## src/rtl/mvd_pkg.sv

```systemverilog
// mvd_pkg: shared types and constants for the masked vector distance block
// no dependencies; imported by every module of the block
`timescale 1ns / 1ps
`default_nettype none

package mvd_pkg;

   // field widths
   localparam int VAL_W    = 16;
   localparam int DIST_W   = 48;
   localparam int PAIRS_W  = 13;
   localparam int MAIN_W   = 48;
   localparam int CROSS_W  = 44;
   localparam int SQ_W     = 43;
   localparam int NUM_W    = 64;
   localparam int DVS_W    = 48;
   localparam int ROOT_W   = 32;
   localparam int STEP_W   = 7;
   localparam int PADDR_W  = 3;

   localparam int VECTOR_MAX_DEF = 4096;

   // one in Q.16
   localparam logic [16:0] ONE_Q16 = 17'h10000;

   // register index of the metric register
   localparam logic REG_METRIC = 1'b0;

   typedef enum logic [1:0] {
      MET_CHORD = 2'd0,
      MET_CANB  = 2'd1,
      MET_MAN   = 2'd2,
      MET_EUC   = 2'd3
   } metric_type;

   typedef enum logic [3:0] {
      OP_NONE,
      OP_CAPTURE,
      OP_MUL,
      OP_ACC,
      OP_CANB_DIV,
      OP_CANB_ADD,
      OP_FIN_DIV,
      OP_NA_SQRT,
      OP_NB_SQRT,
      OP_PROD,
      OP_CHORD_DIV,
      OP_T_SQRT,
      OP_EUC_SQRT,
      OP_EMIT
   } dp_op_type;

   typedef enum logic [1:0] {
      RES_UNDEF,
      RES_MAN,
      RES_DIV,
      RES_ROOT
   } res_sel_type;

   typedef struct packed {
      dp_op_type   op;
      res_sel_type sel;
   } dp_cmd_type;

   typedef struct packed {
      metric_type metric;
      logic       counts;
      logic       last;
      logic       count_zero;
      logic       div_busy;
      logic       sqrt_busy;
      logic       d_zero;
      logic       out_free;
   } dp_status_type;

endpackage

`default_nettype wire

```

## src/rtl/mvd_ctrl.sv

```systemverilog
// mvd_ctrl: sequencer that steps one element pair and the final formula through the datapath
// uses mvd_pkg; talks to mvd_datapath only through dp_cmd_type and dp_status_type
`timescale 1ns / 1ps
`default_nettype none

module mvd_ctrl
   import mvd_pkg::*;
(
   input  wire logic          clock,
   input  wire logic          reset,
   input  wire logic          req_valid,
   output logic               req_ready,
   input  wire dp_status_type status,
   output dp_cmd_type         cmd
);

   typedef enum logic [12:0] {
      S_IDLE  = 13'h0001,
      S_MUL   = 13'h0002,
      S_ACC   = 13'h0004,
      S_CWAIT = 13'h0008,
      S_FIN   = 13'h0010,
      S_NA    = 13'h0020,
      S_NB    = 13'h0040,
      S_DCHK  = 13'h0080,
      S_RDIV  = 13'h0100,
      S_TSQ   = 13'h0200,
      S_FDIV  = 13'h0400,
      S_ESQ   = 13'h0800,
      S_EMIT  = 13'h1000
   } state_type;

   state_type   state_ff, state_in;
   res_sel_type sel_ff, sel_in;

   // next state and command
   always_comb begin
      state_in = state_ff;
      sel_in   = sel_ff;
      cmd.op   = OP_NONE;
      cmd.sel  = sel_ff;
      unique case (state_ff)
         S_IDLE: begin
            if (req_valid) begin
               cmd.op   = OP_CAPTURE;
               state_in = S_MUL;
            end
         end
         S_MUL: begin
            cmd.op   = OP_MUL;
            state_in = S_ACC;
         end
         S_ACC: begin
            if ((status.metric == MET_CANB) && status.counts) begin
               cmd.op   = OP_CANB_DIV;
               state_in = S_CWAIT;
            end else begin
               cmd.op   = OP_ACC;
               state_in = S_FIN;
            end
         end
         S_CWAIT: begin
            if (!status.div_busy) begin
               cmd.op   = OP_CANB_ADD;
               state_in = S_FIN;
            end
         end
         S_FIN: begin
            if (!status.last) begin
               state_in = S_IDLE;
            end else if (status.count_zero) begin
               sel_in   = RES_UNDEF;
               state_in = S_EMIT;
            end else begin
               unique case (status.metric)
                  MET_CHORD: begin
                     cmd.op   = OP_NA_SQRT;
                     state_in = S_NA;
                  end
                  MET_CANB: begin
                     cmd.op   = OP_FIN_DIV;
                     state_in = S_FDIV;
                  end
                  MET_MAN: begin
                     sel_in   = RES_MAN;
                     state_in = S_EMIT;
                  end
                  default: begin
                     cmd.op   = OP_EUC_SQRT;
                     state_in = S_ESQ;
                  end
               endcase
            end
         end
         S_NA: begin
            if (!status.sqrt_busy) begin
               cmd.op   = OP_NB_SQRT;
               state_in = S_NB;
            end
         end
         S_NB: begin
            if (!status.sqrt_busy) begin
               cmd.op   = OP_PROD;
               state_in = S_DCHK;
            end
         end
         S_DCHK: begin
            if (status.d_zero) begin
               sel_in   = RES_UNDEF;
               state_in = S_EMIT;
            end else begin
               cmd.op   = OP_CHORD_DIV;
               state_in = S_RDIV;
            end
         end
         S_RDIV: begin
            if (!status.div_busy) begin
               cmd.op   = OP_T_SQRT;
               state_in = S_TSQ;
            end
         end
         S_TSQ, S_ESQ: begin
            if (!status.sqrt_busy) begin
               sel_in   = RES_ROOT;
               state_in = S_EMIT;
            end
         end
         S_FDIV: begin
            if (!status.div_busy) begin
               sel_in   = RES_DIV;
               state_in = S_EMIT;
            end
         end
         S_EMIT: begin
            if (status.out_free) begin
               cmd.op   = OP_EMIT;
               state_in = S_IDLE;
            end
         end
         default: begin
            state_in = S_IDLE;
         end
      endcase
   end

   always_ff @(posedge clock) begin
      if (reset) begin
         state_ff <= S_IDLE;
         sel_ff   <= RES_UNDEF;
      end else begin
         state_ff <= state_in;
         sel_ff   <= sel_in;
      end
   end

   assign req_ready = (state_ff == S_IDLE);

endmodule

`default_nettype wire

```

## config.mk

```make
export PLATFORM = sky130hd
export DESIGN_NAME = mvd_ctrl
export DESIGN_NICKNAME = d
export VERILOG_FILES = /design/src/rtl/mvd_pkg.sv /design/src/rtl/mvd_ctrl.sv
export SDC_FILE = /design/constraint.sdc
export NUM_CORES = 1
export LEC_CHECK = 0
export BUFFER_PORTS_ARGS = -buffer_cell sky130_fd_sc_hd__buf_2
export CAP_MARGIN = 20
export CORE_MARGIN = 8
export CORE_UTILIZATION = 50
export DETAILED_ROUTE_END_ITERATION = 6
export HOLD_SLACK_MARGIN = 0.05
export PLACE_DENSITY = 0.75
export SLEW_MARGIN = 5
export SYNTH_ARGS = -nofsm -noshare
export SYNTH_HDL_FRONTEND = slang
export SYNTH_SLANG_ARGS = --single-unit
```

## constraint.sdc

```tcl
create_clock -name clock -period 3.3 [get_ports clock]
set_input_delay 0.165 -clock clock [delete_from_list [all_inputs] [get_ports clock]]
set_output_delay 0.165 -clock clock [all_outputs]
set_load 0.005 [all_outputs]
```

-- Word-level counts from Yosys, hierarchy flattened
Cells that the tools add are included.
W data, S select, Z words.
- register bits: 15
- logic and storage cells: 67
- equality and inequality tests: 26
- muxes and demuxes: 33
- reductions and logical operators: 6
- operators with widths (kind ; count):
    $pmux W13 S12 ; 1
    $mux W13 ; 11
    $pmux W4 S10 ; 1
    $pmux W13 S3 ; 1
    $mux W4 ; 7
    $ne A2 B2 Y1 const B ; 10
    $eq A13 B1 Y1 const B ; 1
    $eq A13 B10 Y1 const B ; 1
    $eq A13 B11 Y1 const B ; 1
    $eq A13 B12 Y1 const B ; 1
    $eq A13 B13 Y1 const B ; 1
    $eq A13 B2 Y1 const B ; 1
    $eq A13 B3 Y1 const B ; 1
    $eq A13 B4 Y1 const B ; 1
    $eq A13 B5 Y1 const B ; 1
    $eq A13 B6 Y1 const B ; 1
    $eq A13 B7 Y1 const B ; 1
    $eq A13 B8 Y1 const B ; 1
    $eq A13 B9 Y1 const B ; 1
    $mux W2 ; 6
    $pmux W4 S3 ; 1
    $pmux W2 S4 ; 1
    $reduce_and A8 Y1 ; 1
    $mux W3 ; 2
    10 further kinds ; 10

-- Depth between registers and ports, before layout
Gate-level depths: netlist of run 1.
- depth after elaboration: 5
- gate-level depth with buffers: 7
- depth with buffers taken out: 5

-- Worst setup path after synthesis of run 1
Ideal clock, no wire load.
- kind: register to output
- from: register state_ff[2]
- to: output port cmd[5] (netlist bit)
- arrival: 1.854 ns
- data required time: 3.135 ns
- slack: 1.281 ns
- stages on the path, launching flop included: 7
- path buffers: 1
- cell sequence: dfxtp_1 -> buf_2 -> nor4_4 -> nand3_1 -> or4b_2 -> a21boi_0 -> nand4_1
- RTL lines (element ; RTL line ; source):
    from (decl) ; mvd_ctrl.sv:33 ; state_type state_ff, state_in;
    from (signal assigned) ; mvd_ctrl.sv:151 ; state_ff <= state_in;
    to (decl) ; mvd_ctrl.sv:14 ; output dp_cmd_type cmd

==> summary.txt, run 1 <==
STA
  – Worst-Margin Slew: 0.625 ns
  – Final setup vio count: 0
  – Tmin final: 2.76 ns
  – Max_slew headroom: 58.1%
  – Final Max Tran Viols: 0
  – Hold slack: 0.202 ns
  – Final period utilization: 83.7%
  – Fmax achieved: 0.362 GHz
  – Clk_skew: 0.00614 ns
  – RSZ-0062 raised after global routing: no
  – Hold Fails Final Rpt: 0
  – Setup TNS: 0 ns

Detailed routing
  – WL final: 3740 microns
  – Drt drc: 0
  – Post-DRT Antenna Nets: 0
  – DR pass1 iterations: 4
  – Wire length per cell: 17.9 microns
  – Via count: 1,403
  – Via density: 6.71
  – Iter 0 DRT Violations: 213

Finish
  – Share of layout cells above drive strength 1: 20.7%
  – Syn-to-layout area delta: 7.56%
  – Most frequent cells in the layout: nor2_1, buf_2, dfxtp_1
  – Reg area: 300 sq um
  – # nets final: 192
  – Fillers: 249
  – N_diodes: 0
  – Multi-input gate area: 922 sq um

Clock tree
  – PostCTS Resize Cnt: 0
  – Clk Latency, worst-skew pair: 0.29 ns
  – CTS hold repair buffers: 0
  – Clock slew at reported path FFs: 0.09 ns
  – Longest Clk Path Bufs: 2
  – CTS Sinks: 15
  – Root Buffer: clkbuf_4
  – H-tree Lvls: 1
  – TritonCTS clock tree: built
  – TritonCTS buffer count: 3
  – Post-CTS setup buffer count: 0

Floorplan
  – Effective utilization at floorplan: 52.8%
  – Die span in y: 67.1 microns
  – # IOs: 19
  – # rows: 18
  – Die Footprint: 4510 sq um
  – Die width: 67.1 microns
  – Core Region: 2480 sq um

Global routing
  – Overflow left after global routing: 0
  – Busiest grt layer: met2
  – Met2 usage: 26.0%
  – Initial antenna violation count: 0
  – Vias in the first global route: 1,257
  – Pin count of the biggest net entering global routing: 17
  – M1 GR Usage: 22.3%
  – Gr usage total: 16.7%
  – First-pass GRT wire length: 6010 microns
  – GR Util met3: 2.48%

Logic synthesis
  – Library cells used by synthesis: 51
  – Syn avg cell area: 7.78 sq um
  – Syn_nets: 180
  – Post-synth EDFFs: 0
  – Post-Synthesis Cells: 168
  – Yosys warning total: 0
  – Register bit total from synthesis: 15
  – Asr flop ratio synth: 0%
  – Netlist Area Pre-Place: 1310 sq um
  – Sequential fraction of the synthesis area: 23.0%
  – Dominant synthesized flop cell: dfxtp_1

Placed design
  – Buffers on Ports: 18
  – Dpl hpwl: 2780 microns
  – RD Place Congestion: 0.962

Power and ir drop
  – Total power per unit cell area: 342 nW/um^2
  – Leakage: 0.533 nW
  – Maximum VDD drop: 360 uV

Hold path
  – Hold WC Path Type: input pin to flip-flop

Setup path
  – CP startpoint kind: flip-flop
  – Setup CP Type: flip-flop to output port
  – Crit path arrival time: 2.60 ns
  – CP Capture Type: output port
  – Crit-path max FO: 9
  – CP required: 3.13 ns

Flow run
  – Max cap viols: 0

Run status
  – Status: finished, final reports clean
## logic make-up after synthesis
| group | after synthesis | synth area share, % |
|---|---|---|
| buffers and inverters | 18 | 6.51 |
| AOI/OAI and AO/OA | 39 | 22.8 |
| xor gates and xnor gates | 6 | 4.02 |
| DFF | 15 | 23.0 |
| and+or+nand+nor | 90 | 43.7 |
## stage by stage
| step | power (mW) | instances | cell area, sq um | worst slack (ns) | util, % |
|---|---|---|---|---|---|
| after floorplan | 0.330 | 168 | 1310 | 1.28 | - |
| after global placement | 0.375 | 205 | 1380 | 0.909 | 55.7 |
| after detailed placement | 0.376 | 205 | 1380 | 0.899 | 55.7 |
| after CTS | 0.485 | 209 | 1410 | 0.554 | 56.8 |
| after global routing | 0.518 | 209 | 1410 | 0.375 | 56.8 |
| final | 0.481 | 209 | 1410 | 0.536 | 56.8 |
## metal layers
layer  up-vias  wire length [microns]
li1        672                      -
met4         0                     42
met2        70                   1790
met5         -                      0
met3         5                    275
met1       656                   1640
## sequential cells by signal, indices dropped and copies added (netlist names)
signal	count
state_ff	13
sel_ff	2
## Yosys cell counts, drive strengths merged (6+ instances only)
| cell type | n | area [sq um] |
|---|---|---|
| nor3b | 6 | 45.0 |
| nand4 | 7 | 43.8 |
| o21ai | 6 | 30.0 |
| buf | 7 | 43.8 |
| inv | 6 | 22.5 |
| nor3 | 8 | 45.0 |
| nor4 | 7 | 73.8 |
| dfxtp | 15 | 300 |
| nand2 | 11 | 41.3 |
| o31ai | 7 | 52.6 |
| a21oi | 9 | 45.0 |
| nor2 | 18 | 67.6 |
| nand3 | 7 | 35.0 |
## worst paths after layout
path | startpoint | slack [ns] | end | cells past startpoint
worst max-delay path | state_ff[0]$_SDFFE_PP1P_ | 0.54 | cmd[5] | 6
worst min-delay path | status[7] | 0.20 | state_ff[10]$_SDFFE_PP0P_ | 3
worst max register to register | state_ff[9]$_SDFFE_PP0P_ | 0.95 | state_ff[0]$_SDFFE_PP1P_ | 5
worst min register to register | sel_ff[0]$_SDFFE_PP0P_ | 0.54 | sel_ff[0]$_SDFFE_PP0P_ | 2
## report_power, final
group / internal (mW) / total (mW) / switching, mW
sequential: 0.189 / 0.206 / 0.0165
clock: 0.0471 / 0.108 / 0.0611
combinational: 0.0695 / 0.167 / 0.0980
## worst max-delay path, stage by stage (launching register included)
cell	delay [ns]
dfxtp_1	0.39
nor4_4	0.57
nand3_1	0.21
or4b_2	0.72
a21boi_0	0.17
nand4_1	0.11
buf_2	0.13
## layout make-up
class | count | area share (%)
Sequential cell | 15 | 21.4
Clock buffer | 4 | 1.87
Inverter | 6 | 1.60
Timing Repair Buffer | 19 | 6.94
Tap cell | 30 | 2.67
Multi-Input combinational cell | 135 | 65.6
Power figures use the tool's default switching activity.
==> run 2: changes to the inputs <==
==> constraint.sdc (replaced) <==
create_clock -name clock -period 2.7 [get_ports clock]
set_input_delay 0.135 -clock clock [delete_from_list [all_inputs] [get_ports clock]]
set_output_delay 0.135 -clock clock [all_outputs]
set_load 0.005 [all_outputs]
==> run 2 against run 1 <==
Compared with the run above:
- non-clock buffer count grew 6
- setup slack lost 0.35 ns
- count of clock-buffer cells in the layout is the same
- clock skew shrank 0.0052 ns
- final cell count grew 2.9%
- critical path depth is the same
- first-iteration DRC count shrank 0.94%
- sequential power grew 22%
- sequential share of layout area shrank 0.91 points
- flip-flop and latch count is the same
- design area grew 4.4%
- die area is the same
- critical endpoint unchanged
- largest power group unchanged
- highest routed layer unchanged
==> summary.txt, run 2 (synthesized netlist as in run 1, its figures left out) <==
Run status
  – Status: finished, final reports clean (unchanged)

Detailed routing
  – WL final: 3870 microns (was 3740 microns)
  – Via count: 1,460 (was 1,403)
  – Via density: 6.79 (was 6.71)
  – Drt drc: 0 (unchanged)
  – Wire length per cell: 18.0 microns (was 17.9 microns)
  – Iter 0 DRT Violations: 211 (was 213)
  – Post-DRT Antenna Nets: 0 (unchanged)
  – DR pass1 iterations: 5 (was 4)

Setup path
  – CP required: 2.57 ns (was 3.13 ns)
  – CP max stage cell: or4b_2 (unchanged)
  – Setup CP Type: flip-flop to output port (unchanged)
  – CP Capture Type: output port (unchanged)
  – CP max stage delay: 0.70 ns (was 0.72 ns)
  – Critical-path cell list: nor3_2, nand3_1, or4b_2, a21boi_0, nand4_1, buf_2 (was nor4_4, nand3_1, or4b_2, a21boi_0, nand4_1, buf_2)
  – CP startpoint kind: flip-flop (unchanged)
  – Crit-path max FO: 11 (was 9)
  – Crit path arrival time: 2.38 ns (was 2.60 ns)

STA
  – Worst Slack Setup Final: 0.186 ns (was 0.536 ns)
  – Final period utilization: 93.1%
  – Worst-Margin Slew: 0.614 ns (was 0.625 ns)
  – Max_slew headroom: 59.0% (was 58.1%)
  – Tmin final: 2.51 ns
  – Setup TNS: 0 ns (unchanged)
  – Clk_skew: 0.000976 ns (was 0.00614 ns)
  – Final Max Tran Viols: 0 (unchanged)
  – Final setup vio count: 0 (unchanged)
  – Hold Fails Final Rpt: 0 (unchanged)
  – Fmax achieved: 0.398 GHz
  – RSZ-0062 raised after global routing: no (unchanged)

Clock tree
  – Clk Latency, worst-skew pair: 0.29 ns (about the same)
  – Clock slew at reported path FFs: 0.09 ns (about the same)
  – H-tree Lvls: 1 (unchanged)
  – TritonCTS clock tree: built (unchanged)
  – CTS Sinks: 15 (unchanged)
  – Root Buffer: clkbuf_4 (unchanged)
  – TritonCTS buffer count: 3 (unchanged)
  – CTS hold repair buffers: 0 (unchanged)
  – Longest Clk Path Bufs: 2 (unchanged)

Power and ir drop
  – Maximum VDD drop: 326 uV (was 360 uV)
  – Total power per unit cell area: 411 nW/um^2 (was 342 nW/um^2)
  – Leakage: 0.567 nW (was 0.533 nW)

Floorplan
  – Die Footprint: 4510 sq um (unchanged)
  – Effective utilization at floorplan: 52.8% (unchanged)
  – # IOs: 19 (unchanged)
  – Die width: 67.1 microns (unchanged)
  – Core Region: 2480 sq um (unchanged)
  – Die span in y: 67.1 microns (unchanged)
  – # rows: 18 (unchanged)

Finish
  – Non-Filler Instances: 215 (was 209)
  – # nets final: 198 (was 192)
  – Max reg flops: 13 (unchanged)
  – Share of layout cells above drive strength 1: 24.3% (was 20.7%)
  – Syn-to-layout area delta: 12.3% (was 7.56%)
  – Largest regs: state_ff (13), sel_ff (2) (unchanged)
  – N_diodes: 0 (unchanged)
  – Fillers: 229 (was 249)
  – Most frequent cells in the layout: nor2_1, buf_2, dfxtp_1 (unchanged)
  – Biggest register: state_ff (unchanged)

Hold path
  – Hold WC Path Type: input pin to flip-flop (unchanged)

Global routing
  – Vias in the first global route: 1,343 (was 1,257)
  – First-pass GRT wire length: 6350 microns (was 6010 microns)
  – Overflow left after global routing: 0 (unchanged)
  – Initial antenna violation count: 0 (unchanged)
  – Pin count of the biggest net entering global routing: 17 (unchanged)
  – Gr usage total: 17.6% (was 16.7%)

Placed design
  – Buffers on Ports: 18 (unchanged)
  – Placed cell count: 207 (was 205)
  – DP Worst Slack: 0.310 ns (was 0.899 ns)
  – RD Place Congestion: 0.937 (was 0.962)
  – Dpl hpwl: 2810 microns (was 2780 microns)

Flow run
  – Max cap viols: 0 (unchanged)
-- run 2: layout make-up --
class / count / area [sq um] / share of cell area [%]
flip-flops and latches: 15 / 300 / 20.4
inverters: 6 / 22.5 / 1.53
well taps: 30 / 37.5 / 2.56
repair buffers: 25 / 143 / 9.71
clock buffers: 4 / 26.3 / 1.79
multi-input cells: 135 / 940 / 64.0
-- run 2: where the power goes --
| group | internal, mW | switching (mW) | leakage (nW) | total (mW) |
|---|---|---|---|---|
| sequential | 0.231 | 0.0205 | 0.121 | 0.252 |
| clock | 0.0575 | 0.0758 | 0.0150 | 0.133 |
| combinational | 0.0914 | 0.127 | 0.431 | 0.219 |
| total | 0.380 | 0.224 | 0.567 | 0.604 |
-- run 2: worst paths after layout --
check                      startpoint                         to  slack, ns  depth (start not counted)
max          state_ff[5]$_SDFFE_PP0P_                     cmd[5]       0.19                          6
min                         status[0]  state_ff[12]$_SDFFE_PP0P_       0.19                          4
max reg2reg  state_ff[9]$_SDFFE_PP0P_   state_ff[0]$_SDFFE_PP1P_       0.24                          5
min reg2reg    sel_ff[0]$_SDFFE_PP0P_     sel_ff[0]$_SDFFE_PP0P_       0.54                          2
-- run 2: critical path: cells and delay by family, from the launching register on --
kind                   cells  cell delay [ns]
and+or+nand+nor            4             1.35
AOI/OAI and AO/OA          1             0.16
DFF                        1             0.45
buffers and inverters      1             0.13
-- run 2: routing by layer --
layer	track usage, %	up-vias	share of wire [%]
li1	-	673	-
met1	23.8	679	43
met2	27.1	97	44
met3	3.48	11	11
met4	6.27	0	2.4
met5	0	-	0
-- run 2: metrics by stage --
step | util, % | area, sq um | hold WS (ns) | power, mW
finish | 59.3 | 1470 | 0.187 | 0.604
global placement | 56.3 | 1400 | 0.472 | 0.465
detailed placement | 56.3 | 1400 | 0.476 | 0.469
CTS | 57.4 | 1420 | 0.178 | 0.598
global route | 59.3 | 1470 | 0.184 | 0.643
floorplan | - | 1310 | 0.204 | 0.403
-- run 2: what timing repair did --
action	4_1_cts	5_1_grt
setup endpoints to repair	0	3
gates resized for setup	0	3
buffers inserted	0	4
